File: config.mk
export PLATFORM = sky130hd
export DESIGN_NAME = rgb565_to_ycbcr422_packer_top
export DESIGN_NICKNAME = d
export VERILOG_FILES = /design/src/hw/rtl/rgbycc_pkg.sv /design/src/hw/rtl/rgb565_to_ycbcr422_packer_top.sv
export SDC_FILE = /design/constraint.sdc
export NUM_CORES = 1
export LEC_CHECK = 0
export ABC_AREA = 1
export BUFFER_PORTS_ARGS = -buffer_cell sky130_fd_sc_hd__clkbuf_2
export CAP_MARGIN = 20
export CORE_AREA = 2 2 126 177
export CTS_CLUSTER_DIAMETER = 50
export DETAILED_ROUTE_END_ITERATION = 16
export DIE_AREA = 0 0 128 179
export GPL_TIMING_DRIVEN = 0
export PLACE_DENSITY = 0.64
export SYNTH_ARGS = -nofsm -noshare
export SYNTH_HDL_FRONTEND = slang
export SYNTH_SLANG_ARGS = --single-unit
File: constraint.sdc
create_clock -name clk -period 5.92 [get_ports clk]
set_input_delay 0.296 -clock clk [delete_from_list [all_inputs] [get_ports clk]]
set_output_delay 0.296 -clock clk [all_outputs]
set_load 0.02 [all_outputs]
File: src/hw/rtl/rgbycc_pkg.sv
package rgbycc_pkg;

	localparam int PixelW = 16;
	localparam int CompW  = 8;
	localparam int ProdW  = 17;

	localparam logic [PixelW-1:0] AvgMask  = 16'hF7DF;
	localparam logic [CompW-1:0]  RbMask   = 8'hF8;
	localparam logic [CompW-1:0]  GMask    = 8'hFC;
	localparam logic [CompW-1:0]  LumaOfs  = 8'd16;
	localparam logic [CompW-1:0]  ChromaOfs = 8'd128;

	localparam logic [ProdW-1:0] KyR  = 17'd65;
	localparam logic [ProdW-1:0] KyG  = 17'd129;
	localparam logic [ProdW-1:0] KyB  = 17'd25;
	localparam logic signed [ProdW-1:0] KcbR = 17'sd37;
	localparam logic signed [ProdW-1:0] KcbG = 17'sd74;
	localparam logic signed [ProdW-1:0] KcB  = 17'sd112;
	localparam logic signed [ProdW-1:0] KcrG = 17'sd94;
	localparam logic signed [ProdW-1:0] KcrB = 17'sd18;

	function automatic logic [CompW-1:0] red8(input logic [PixelW-1:0] p);
		return p[15:8] & RbMask;
	endfunction

	function automatic logic [CompW-1:0] green8(input logic [PixelW-1:0] p);
		return p[10:3] & GMask;
	endfunction

	function automatic logic [CompW-1:0] blue8(input logic [PixelW-1:0] p);
		return {p[4:0], 3'b000} & RbMask;
	endfunction

	// luma = 16 + ((65R + 129G + 25B) >> 8), always below 256
	function automatic logic [CompW-1:0] luma_of(input logic [PixelW-1:0] p);
		logic [ProdW-1:0] sum;
		sum = KyR * {9'd0, red8(p)} + KyG * {9'd0, green8(p)} + KyB * {9'd0, blue8(p)};
		return sum[15:8] + LumaOfs;
	endfunction

	// 565 average: identity on equal pixels, else masked add and halve
	function automatic logic [PixelW-1:0] avg565(input logic [PixelW-1:0] a,
		input logic [PixelW-1:0] b);
		logic [PixelW:0] sum;
		sum = {1'b0, a & AvgMask} + {1'b0, b & AvgMask};
		return (a == b) ? a : sum[PixelW:1];
	endfunction

	function automatic logic [CompW-1:0] cb_of(input logic [PixelW-1:0] p);
		logic signed [ProdW-1:0] sum;
		logic signed [ProdW-1:0] q;
		sum = KcbR * $signed({9'd0, red8(p)}) + KcbG * $signed({9'd0, green8(p)})
			- KcB * $signed({9'd0, blue8(p)});
		q = sum >>> 8;
		return ChromaOfs - q[CompW-1:0];
	endfunction

	function automatic logic [CompW-1:0] cr_of(input logic [PixelW-1:0] p);
		logic signed [ProdW-1:0] sum;
		logic signed [ProdW-1:0] q;
		sum = KcB * $signed({9'd0, red8(p)}) - KcrG * $signed({9'd0, green8(p)})
			- KcrB * $signed({9'd0, blue8(p)});
		q = sum >>> 8;
		return ChromaOfs + q[CompW-1:0];
	endfunction

endpackage

File: src/hw/rtl/rgb565_to_ycbcr422_packer_top.sv
// A pair's CbYCrY item passes the input register, then the output register.
// One pixel per cycle unless the output stalls; one output item per pixel pair.
// The single pass holds an input register, the pair state and an output register.
// Reset (arst_n low, asynchronous) clears the valid flags, the pair phase,
// the held pixel and the held luma to zero.
module rgb565_to_ycbcr422_packer_top import rgbycc_pkg::*; (
	input  logic              clk,
	input  logic              arst_n,
	input  logic              in_valid,
	output logic              in_stall,
	input  logic [PixelW-1:0] pixel,
	input  logic              line_start,
	output logic              out_valid,
	input  logic              out_stall,
	output logic [CompW-1:0]  cb,
	output logic [CompW-1:0]  luma_first,
	output logic [CompW-1:0]  cr,
	output logic [CompW-1:0]  luma_second
);

	logic              valid_s1;
	logic [PixelW-1:0] pixel_s1;
	logic              line_start_s1;

	logic              odd_phase_q;
	logic [PixelW-1:0] held_pixel_q;
	logic [CompW-1:0]  held_luma_q;

	logic              first_s1;
	logic              emit_s1;
	logic              move_s1;
	logic [CompW-1:0]  luma_s1;
	logic [PixelW-1:0] avg_s1;

	// pair logic on the registered item
	assign first_s1 = line_start_s1 | ~odd_phase_q;
	assign emit_s1  = valid_s1 & ~first_s1;
	assign move_s1  = ~emit_s1 | ~out_valid | ~out_stall;
	assign in_stall = valid_s1 & ~move_s1;
	assign luma_s1  = luma_of(pixel_s1);
	assign avg_s1   = avg565(held_pixel_q, pixel_s1);

	// input register
	always_ff @(posedge clk or negedge arst_n) begin
		if (!arst_n) begin
			valid_s1 <= 1'b0;
		end else if (move_s1) begin
			valid_s1 <= in_valid;
		end
	end

	always_ff @(posedge clk) begin
		if (move_s1 && in_valid) begin
			pixel_s1      <= pixel;
			line_start_s1 <= line_start;
		end
	end

	// pair state: hold the first pixel, clear phase on the second
	always_ff @(posedge clk or negedge arst_n) begin
		if (!arst_n) begin
			odd_phase_q  <= 1'b0;
			held_pixel_q <= '0;
			held_luma_q  <= '0;
		end else if (valid_s1 && move_s1) begin
			if (first_s1) begin
				odd_phase_q  <= 1'b1;
				held_pixel_q <= pixel_s1;
				held_luma_q  <= luma_s1;
			end else begin
				odd_phase_q <= 1'b0;
			end
		end
	end

	// output register: load a new item or drop the taken one
	always_ff @(posedge clk or negedge arst_n) begin
		if (!arst_n) begin
			out_valid <= 1'b0;
		end else if (emit_s1 && move_s1) begin
			out_valid <= 1'b1;
		end else if (!out_stall) begin
			out_valid <= 1'b0;
		end
	end

	always_ff @(posedge clk) begin
		if (emit_s1 && move_s1) begin
			cb          <= cb_of(avg_s1);
			luma_first  <= held_luma_q;
			cr          <= cr_of(avg_s1);
			luma_second <= luma_s1;
		end
	end

endmodule

==> metrics.json, run 1 <==
{
  "drt": {
    "wl_per_cell_um": 13.95,
    "drt_drc_violations_left": 0,
    "drt_iter0_drc": 254,
    "ant_nets": 0,
    "drt_first_pass_iters": 7,
    "routed_wirelength_um": 19700,
    "route.detailed.vias_per_inst": 4.917,
    "vias": 6943
  },
  "clocking": {
    "clock_tree_from_tritoncts": "built",
    "hold_fix_buffers_cts": 0,
    "clk_path_buf_depth": 2,
    "worst_skew_pair.late_latency_ns": 0.35,
    "cts.sinks": 76,
    "numCtsBuffers": 9,
    "clockRootBuffer": "sky130_fd_sc_hd__clkbuf_16",
    "htreeDepth": 3,
    "clkTransAtPathRegs_ns": 0.07
  },
  "setup_path": {
    "worst_setup_path_end_kind": "flip-flop",
    "crit_family": "adder cells",
    "worst_path_max_delay_cell": "sky130_fd_sc_hd__fa_1",
    "critPathLaunchType": "flip-flop",
    "critical_path_arrival_ns": 5.90,
    "critPathRequiredTime_ns": 6.02,
    "crit_path_max_fanout": 10,
    "critical_path.n_buffers_inverters": 9,
    "cp-startpoint": "pixel_s1[15]",
    "timing.critical_path.mode_cell": "sky130_fd_sc_hd__inv_1",
    "critPathMaxStageDelay_ns": 0.53,
    "crit-reg2reg-launch": "pixel_s1[15]",
    "worst-setup-path-type": "flip-flop to flip-flop"
  },
  "grt": {
    "grt_start_max_net_pins": 30,
    "globalRouteTotalUtil_pct": 17.65,
    "grt_overflow": 0,
    "first_pass_grt_wire_length_um": 32000,
    "grt_pass1_vias": 7106,
    "initial_antenna_violation_count": 0
  },
  "run_status": {
    "violations": "hold timing",
    "run_status": "finished with violations"
  },
  "sta": {
    "final.setup.tns_ns": 0,
    "timing.fmax_mhz": 172.5,
    "layout_worst_path_cycle_share_pct": 97.95,
    "slew_headroom_pct": 52.20,
    "timing.final.ws_setup_ns": 0.1213,
    "clock_skew_ns": 0.01119,
    "worst_slew_pin_slew_ns": 0.7170,
    "drv_slew": 0,
    "hold-worst-slack_ns": -0.01353,
    "finalHoldViolations": 12,
    "fin_crit_ns": 5.799,
    "setup-violations-final": 0,
    "grt_setup_unrepaired": "true"
  },
  "die": {
    "std_cell_rows": 64,
    "die_x_um": 128,
    "fp.dieArea_sq_um": 22910,
    "initial_utilization_pct": 39.29,
    "die_y_um": 179,
    "design.portCount": 55,
    "core_area_sq_um": 21460
  },
  "synth": {
    "synth.area.top_cells": "sky130_fd_sc_hd__ha_1 (23%), sky130_fd_sc_hd__edfxtp_1 (17%), sky130_fd_sc_hd__fa_1 (10%), sky130_fd_sc_hd__inv_1 (9.9%), sky130_fd_sc_hd__nand2_1 (9.3%)",
    "synth.top_cell.area_share_pct": 22.56,
    "synth_area_sq_um": 8432,
    "synthesis.instances": 1033,
    "synth_top_cells_by_count": "sky130_fd_sc_hd__inv_1 (222), sky130_fd_sc_hd__nand2_1 (208), sky130_fd_sc_hd__ha_1 (152)",
    "asyncSetResetFlopFracSynth_pct": 35.53,
    "synth-seq-cells": 76,
    "synth_edf_count": 49,
    "synthesis.yosys.warnings": 0,
    "syn_area_per_cell_sq_um": 8.162,
    "synth-seq-area-share_pct": 25.46,
    "synth.net_count": 1250,
    "post-synth-top-count-cell": "sky130_fd_sc_hd__inv_1",
    "largest_area_contributor_in_the_synthesized_netlist": "sky130_fd_sc_hd__ha_1",
    "yosysUniqueCellTypes": 42,
    "postSynth.topFlopCell": "sky130_fd_sc_hd__edfxtp_1"
  },
  "job": {
    "timing.max_cap.violations": 0
  },
  "placed_design": {
    "place_worst_setup_slack_ns": -1.060,
    "placed_cells": 1353,
    "finalWeightedCongestion": 0.9146,
    "port_buffers": 54,
    "detailedPlacementHpwl_um": 15680
  },
  "finish": {
    "nFillCells": 2030,
    "antenna_cells": 0,
    "multiInputGateArea_sq_um": 6106,
    "seq_area_sq_um": 2148,
    "final_nets": 1360,
    "count_of_placed_standard_cells_in_the_final_layout_fillers_left_out": 1412,
    "area_growth_pct": 23.98,
    "post_route_cells_drive_above_1_share_pct": 21.78
  },
  "worst_hold_path": {
    "hp-class": "input pin to async pin"
  }
}
-- through the flow --
stage	hold slack, ns	area (sq um)	util (%)
after floorplan	0.0004090	8432	-
after global placement	0.3741	9032	42.09
after detailed placement	0.3851	9067	42.25
after CTS	0.01035	9818	45.75
after global routing	0.03307	10450	48.71
final	-0.01353	10450	48.71
-- cells by family (layout without fill, tap and decap cells) --
group | after synthesis | in the layout | synth area share, %
compound gates | 119 | 119 | 7.895
xor+xnor | 50 | 50 | 5.194
fa+ha+maj | 196 | 196 | 33.00
buf+inv | 232 | 347 | 10.43
flops | 76 | 76 | 25.46
simple gates | 360 | 360 | 18.01
-- sequential cells by signal (all words and copies together), names as in the netlist --
name	flops
luma_first	8
cr	8
held_pixel_q	16
odd_phase_q	1
valid_s1	1
pixel_s1	16
line_start_s1	1
out_valid	1
held_luma_q	8
cb	8
luma_second	8
-- metal layers --
metal  vias to the layer above  wire length, um  track usage (%)
met5                         -                0                0
met4                         0              684            7.875
met3                        40              430            2.477
met2                       114            10940            34.65
met1                      3267             7644            18.34
li1                       3522                -                -
-- placed cells by master, fill, tap and decap left out, drive strengths merged, types with 44 or more instances in the layout --
cell type	count
edfxtp	49
buf	47
o21ai	52
a21oi	48
clkbuf	67
nor2	71
fa	44
inv	230
ha	152
nand2	212
-- path summary, 6_finish.rpt --
| path | to | slack (ns) | cells after the start |
|---|---|---|---|
| min in group clk | pixel_s1[9] | 0.12 | 1 |
| worst max register to register | cr[7] | 0.12 | 27 |
| worst min-delay path | out_valid | -0.01 | 1 |
| worst max-delay path | cr[7] | 0.12 | 27 |
| worst min register to register | luma_first[2] | 0.45 | 0 |
| max in group asynchronous | held_pixel_q[15] | 5.43 | 1 |
-- layout make-up --
| cell class | count | area share [%] |
|---|---|---|
| multi-input cells | 725 | 58.41 |
| clock inverters | 7 | 0.9934 |
| repair buffers | 99 | 6.092 |
| well taps | 264 | 3.160 |
| plain buffers | 6 | 0.4309 |
| flip-flops and latches | 76 | 20.55 |
| inverters | 226 | 8.211 |
| clock buffers | 9 | 2.154 |
-- what timing repair did --
item | CTS | global route
endpoints found under the setup margin | 15 | 12
buffers inserted | 17 | 26
gates resized for setup | 60 | 90
gates cloned | 0 | 0
pin swaps | 16 | 56
Power of run 1 is not shown: default switching activity piles up to over one toggle a cycle in this logic, so the estimate is an artifact.
==> inputs of run 2 (changes only) <==
Settings changed: ABC_AREA 1 to not set, CORE_AREA 2 2 126 177 to 2 2 122 171, DIE_AREA 0 0 128 179 to 0 0 124 173.
==> run 2 against run 1 <==
Effect of this change: the flow finishes with violations (hold timing, setup timing); flip-flop and latch count unchanged; final cell count down 16%; sequential share of layout area up 0.086 points; count of clock-buffer cells in the layout unchanged; maximum frequency down 9.2%; global-route usage down 0.77 points; routed wire length down 7.3%; area after synthesis down 7.4%; critical path depth up 2; via count down 14%; critical path type unchanged; critical endpoint is now cr[6].
==> metrics.json, run 2 <==
{
  "drt": {
    "ant_nets": {"value": 0, "change": "unchanged"},
    "routed_wirelength": {"value": 18260, "unit": "um", "change": "was 19700 um"},
    "drt_drc_violations_left": {"value": 0, "change": "unchanged"},
    "vias": {"value": 5957, "change": "was 6943"},
    "wl_met3": {"value": 413, "unit": "um", "change": "was 430 um"},
    "met1Wirelength": {"value": 6848, "unit": "um", "change": "was 7644 um"},
    "drt_first_pass_iters": {"value": 7, "change": "unchanged"},
    "route.detailed.vias_per_inst": {"value": 5.031, "change": "was 4.917"},
    "wl_met2": {"value": 10220, "unit": "um", "change": "was 10940 um"},
    "wl_per_cell": {"value": 15.42, "unit": "um", "change": "was 13.95 um"},
    "top_signal_layer_used": {"value": "met4", "change": "unchanged"},
    "drt_iter0_drc": {"value": 178, "change": "was 254"}
  },
  "synth": {
    "yosysUniqueCellTypes": {"value": 60, "change": "was 42"},
    "synth.top_cell.area_share": {"value": 24.36, "unit": "%", "change": "was 22.56%"},
    "postSynth.topFlopCell": {"value": "sky130_fd_sc_hd__edfxtp_1", "change": "unchanged"},
    "synthesis.yosys.warnings": {"value": 0, "change": "unchanged"},
    "largest_area_contributor_in_the_synthesized_netlist": {"value": "sky130_fd_sc_hd__ha_1", "change": "unchanged"},
    "synth_area": {"value": 7807, "unit": "sq um", "change": "was 8432 sq um"},
    "synth-seq-cells": {"value": 76, "change": "unchanged"},
    "synth_top_cells_by_count": {"value": "sky130_fd_sc_hd__ha_1 (152), sky130_fd_sc_hd__inv_1 (132), sky130_fd_sc_hd__a21oi_1 (49), sky130_fd_sc_hd__edfxtp_1 (49), sky130_fd_sc_hd__xnor2_1 (46)", "change": "was sky130_fd_sc_hd__inv_1 (222), sky130_fd_sc_hd__nand2_1 (208), sky130_fd_sc_hd__ha_1 (152)"},
    "synth-seq-area-share": {"value": 27.50, "unit": "%", "change": "was 25.46%"},
    "synth_compound_gate_area_share": {"value": 11.75, "unit": "%", "change": "was 7.894%"},
    "post-synth-top-count-cell": {"value": "sky130_fd_sc_hd__ha_1", "change": "was sky130_fd_sc_hd__inv_1"},
    "synthesis.instances": {"value": 782, "change": "was 1033"},
    "post_synth_mux_area_share": {"value": 1.571, "unit": "%", "change": "was 0%"},
    "asyncSetResetFlopFracSynth": {"value": 35.53, "unit": "%", "change": "unchanged"},
    "synth_top_family_by_area": {"value": "adder cells", "change": "unchanged"},
    "syn_area_per_cell": {"value": 9.984, "unit": "sq um", "change": "was 8.162 sq um"},
    "synth_edf_count": {"value": 49, "change": "unchanged"},
    "synth.area.top_cells": {"value": "sky130_fd_sc_hd__ha_1 (24%), sky130_fd_sc_hd__edfxtp_1 (19%), sky130_fd_sc_hd__fa_1 (11%), sky130_fd_sc_hd__dfrtp_1 (8.7%), sky130_fd_sc_hd__inv_1 (6.3%)", "change": "was sky130_fd_sc_hd__ha_1 (23%), sky130_fd_sc_hd__edfxtp_1 (17%), sky130_fd_sc_hd__fa_1 (10%), sky130_fd_sc_hd__inv_1 (9.9%), sky130_fd_sc_hd__nand2_1 (9.3%)"},
    "yosys.area_share.simple": {"value": 8.429, "unit": "%", "change": "was 18.01%"},
    "synth.net_count": {"value": 999, "change": "was 1250"},
    "post_synth_fa_ha_maj_area_fraction": {"value": 35.64, "unit": "%", "change": "was 33.00%"},
    "synth-xor-area-share": {"value": 8.173, "unit": "%", "change": "was 5.194%"}
  },
  "clocking": {
    "worst_skew_pair.late_latency": {"value": 0.34, "unit": "ns", "change": "was 0.35 ns"},
    "clk_path_buf_depth": {"value": 2, "change": "unchanged"},
    "clkTransAtPathRegs": {"value": 0.06, "unit": "ns", "change": "was 0.07 ns"},
    "hold_fix_buffers_cts": {"value": 0, "change": "unchanged"},
    "clockRootBuffer": {"value": "sky130_fd_sc_hd__clkbuf_16", "change": "unchanged"},
    "clock_tree_from_tritoncts": {"value": "built", "change": "unchanged"},
    "htreeDepth": {"value": 3, "change": "unchanged"},
    "numCtsBuffers": {"value": 9, "change": "unchanged"},
    "cts.sinks": {"value": 76, "change": "unchanged"}
  },
  "sta": {
    "hold-worst-slack": {"value": -0.02373, "unit": "ns", "change": "was -0.01353 ns"},
    "layout_worst_path_cycle_share": {"value": 107.9, "unit": "%", "change": "was 97.95%"},
    "slew_headroom": {"value": 54.69, "unit": "%", "change": "was 52.20%"},
    "timing.fmax": {"value": 156.6, "unit": "MHz", "change": "was 172.5 MHz"},
    "grt_setup_unrepaired": {"value": "true", "change": "unchanged"},
    "worst_slew_pin_slew": {"value": 0.6797, "unit": "ns", "change": "was 0.7170 ns"},
    "drv_slew": {"value": 0, "change": "unchanged"},
    "timing.final.ws_setup": {"value": -0.4668, "unit": "ns", "change": "was 0.1213 ns"},
    "final.setup.tns": {"value": -2.302, "unit": "ns", "change": "was 0 ns"},
    "finalHoldViolations": {"value": 24, "change": "was 12"},
    "fin_crit": {"value": 6.387, "unit": "ns", "change": "was 5.799 ns"},
    "clock_skew": {"value": 0.009352, "unit": "ns", "change": "was 0.01119 ns"},
    "setup-violations-final": {"value": 8, "change": "was 0"}
  },
  "finish": {
    "final_nets": {"value": 1144, "change": "was 1360"},
    "antenna_cells": {"value": 0, "change": "unchanged"},
    "area_growth": {"value": 33.49, "unit": "%", "change": "was 23.98%"},
    "largest_registers": {"value": "held_pixel_q: 16 flops, pixel_s1: 16 flops", "change": "unchanged"},
    "post_route_cells_drive_above_1_share": {"value": 33.26, "unit": "%", "change": "was 21.78%"},
    "mostFrequentLayoutCells": {"value": "sky130_fd_sc_hd__inv_1 (115), sky130_fd_sc_hd__ha_1 (108), sky130_fd_sc_hd__buf_4 (71)", "change": "was sky130_fd_sc_hd__inv_1 (213), sky130_fd_sc_hd__nand2_1 (197), sky130_fd_sc_hd__ha_1 (115)"},
    "leading_cell_type_in_the_layout_fill_and_taps_excluded": {"value": "sky130_fd_sc_hd__inv_1", "change": "unchanged"},
    "final_design_area_no_fill": {"value": 10420, "unit": "sq um", "change": "was 10450 sq um"}
  },
  "setup_path": {
    "critPathRequiredTime": {"value": 6.02, "unit": "ns", "change": "about the same"},
    "cp-startpoint": {"value": "pixel_s1[9]", "change": "was pixel_s1[15]"},
    "worst_r2r_endpoint": {"value": "cr[6]", "change": "was cr[7]"},
    "reg2reg_slack": {"value": -0.47, "unit": "ns", "change": "was 0.12 ns"},
    "crit_path_max_fanout": {"value": 5, "change": "was 10"},
    "reg2reg_depth": {"value": 29, "change": "was 27"},
    "worst-setup-path-type": {"value": "flip-flop to flip-flop", "change": "unchanged"},
    "timing.critical_path.mode_cell": {"value": "sky130_fd_sc_hd__ha_4", "change": "was sky130_fd_sc_hd__inv_1"},
    "critical_path_arrival": {"value": 6.49, "unit": "ns", "change": "was 5.90 ns"},
    "worst_path_max_delay_cell": {"value": "sky130_fd_sc_hd__fa_1", "change": "unchanged"},
    "worst_setup_path_end_kind": {"value": "flip-flop", "change": "unchanged"},
    "critPathMaxStageDelay": {"value": 0.51, "unit": "ns", "change": "was 0.53 ns"},
    "crit-reg2reg-launch": {"value": "pixel_s1[9]", "change": "was pixel_s1[15]"},
    "critPathLaunchType": {"value": "flip-flop", "change": "unchanged"}
  },
  "run_status": {
    "violations": {"value": "hold timing, setup timing", "change": "was hold timing"},
    "run_status": {"value": "finished with violations", "change": "unchanged"}
  },
  "die": {
    "die_x": {"value": 124, "unit": "um", "change": "was 128 um"},
    "std_cell_rows": {"value": 61, "change": "was 64"},
    "initial_utilization": {"value": 39.34, "unit": "%", "change": "was 39.29%"},
    "design.portCount": {"value": 55, "change": "unchanged"},
    "core_area": {"value": 19840, "unit": "sq um", "change": "was 21460 sq um"},
    "die_y": {"value": 173, "unit": "um", "change": "was 179 um"},
    "fp.dieArea": {"value": 21450, "unit": "sq um", "change": "was 22910 sq um"}
  },
  "grt": {
    "globalRouteTotalUtil": {"value": 16.88, "unit": "%", "change": "was 17.65%"},
    "first_pass_grt_wire_length": {"value": 28170, "unit": "um", "change": "was 32000 um"},
    "grt_pass1_vias": {"value": 5984, "change": "was 7106"},
    "grt_start_max_net_pins": {"value": 28, "change": "was 30"},
    "grt_overflow": {"value": 0, "change": "unchanged"},
    "initial_antenna_violation_count": {"value": 0, "change": "unchanged"}
  },
  "placed_design": {
    "post_dp_cell_area": {"value": 8612, "unit": "sq um", "change": "was 9067 sq um"},
    "port_buffers": {"value": 54, "change": "unchanged"},
    "finalWeightedCongestion": {"value": 0.8489, "change": "was 0.9146"},
    "detailedPlacementHpwl": {"value": 13370, "unit": "um", "change": "was 15680 um"}
  },
  "worst_hold_path": {
    "hp-class": {"value": "input pin to async pin", "change": "unchanged"}
  },
  "job": {
    "timing.max_cap.violations": {"value": 0, "change": "unchanged"}
  }
}
run 2: worst max-delay path by stage:
| stage | slack [ns] | end | cells past startpoint |
|---|---|---|---|
| floorplan | -0.35 | cb[7] | 27 |
| global placement | -1.09 | cb[7] | 24 |
| detailed placement | -1.17 | cb[7] | 24 |
| CTS | -0.48 | cb[7] | 27 |
| global route | -0.70 | cr[6] | 29 |
| finish | -0.47 | cr[6] | 29 |
run 2: cell type report:
| class | instances | area [sq um] |
|---|---|---|
| Inverter | 135 | 515.5 |
| Tap cell | 252 | 315.3 |
| Timing Repair Buffer | 136 | 948.4 |
| Fill cell | 1713 | 9422 |
| Multi-Input combinational cell | 562 | 6125 |
| Buffer | 7 | 62.56 |
| Clock buffer | 9 | 225.2 |
| Clock inverter | 7 | 80.08 |
| Sequential cell | 76 | 2151 |
run 2: metal layers:
metal / GRT usage (%) / vias up
met1: 18.05 / 2881
met4: 7.210 / 0
li1: - / 2941
met3: 2.573 / 45
met5: 0 / -
met2: 31.87 / 90
run 2: stage by stage:
| stage | setup slack (ns) | utilization [%] | std cells | hold slack [ns] |
|---|---|---|---|---|
| 2_1_floorplan | -0.3507 | - | 782 | 0.0004090 |
| 3_5_place_dp | -1.165 | 43.40 | 1090 | 0.3698 |
| 3_3_place_gp | -1.091 | 43.20 | 1088 | 0.3719 |
| 4_1_cts | -0.4754 | 47.35 | 1126 | 0.001093 |
| 5_1_grt | -0.7007 | 52.52 | 1184 | 0.03066 |
| 6_report | -0.4668 | 52.52 | 1184 | -0.02373 |
run 2: critical path, delay by kind of cell (launching register included):
kind | cells | cell delay, ns
compound gates | 8 | 1.07
flops | 1 | 0.48
fa+ha+maj | 7 | 2.19
buf+inv | 5 | 0.51
simple gates | 8 | 1.78
xor+xnor | 1 | 0.07
run 2: repair_timing:
item | CTS | global route
gates cloned | 0 | 1
pin swaps | 16 | 73
gates resized for setup | 51 | 108
buffers inserted | 21 | 58
endpoints found under the setup margin | 14 | 13
run 2: cells by family (layout without fill, tap and decap cells):
family | count (synthesis) | in the layout
AO/OA/AOI/OAI | 146 | 146
XOR/XNOR | 72 | 72
adder cells (fa/ha/maj) | 196 | 196
buffers and inverters | 144 | 294
flip-flops | 76 | 76
multiplexers | 11 | 11
AND/OR/NAND/NOR | 137 | 137
Power of run 2 is left out for the same reason.
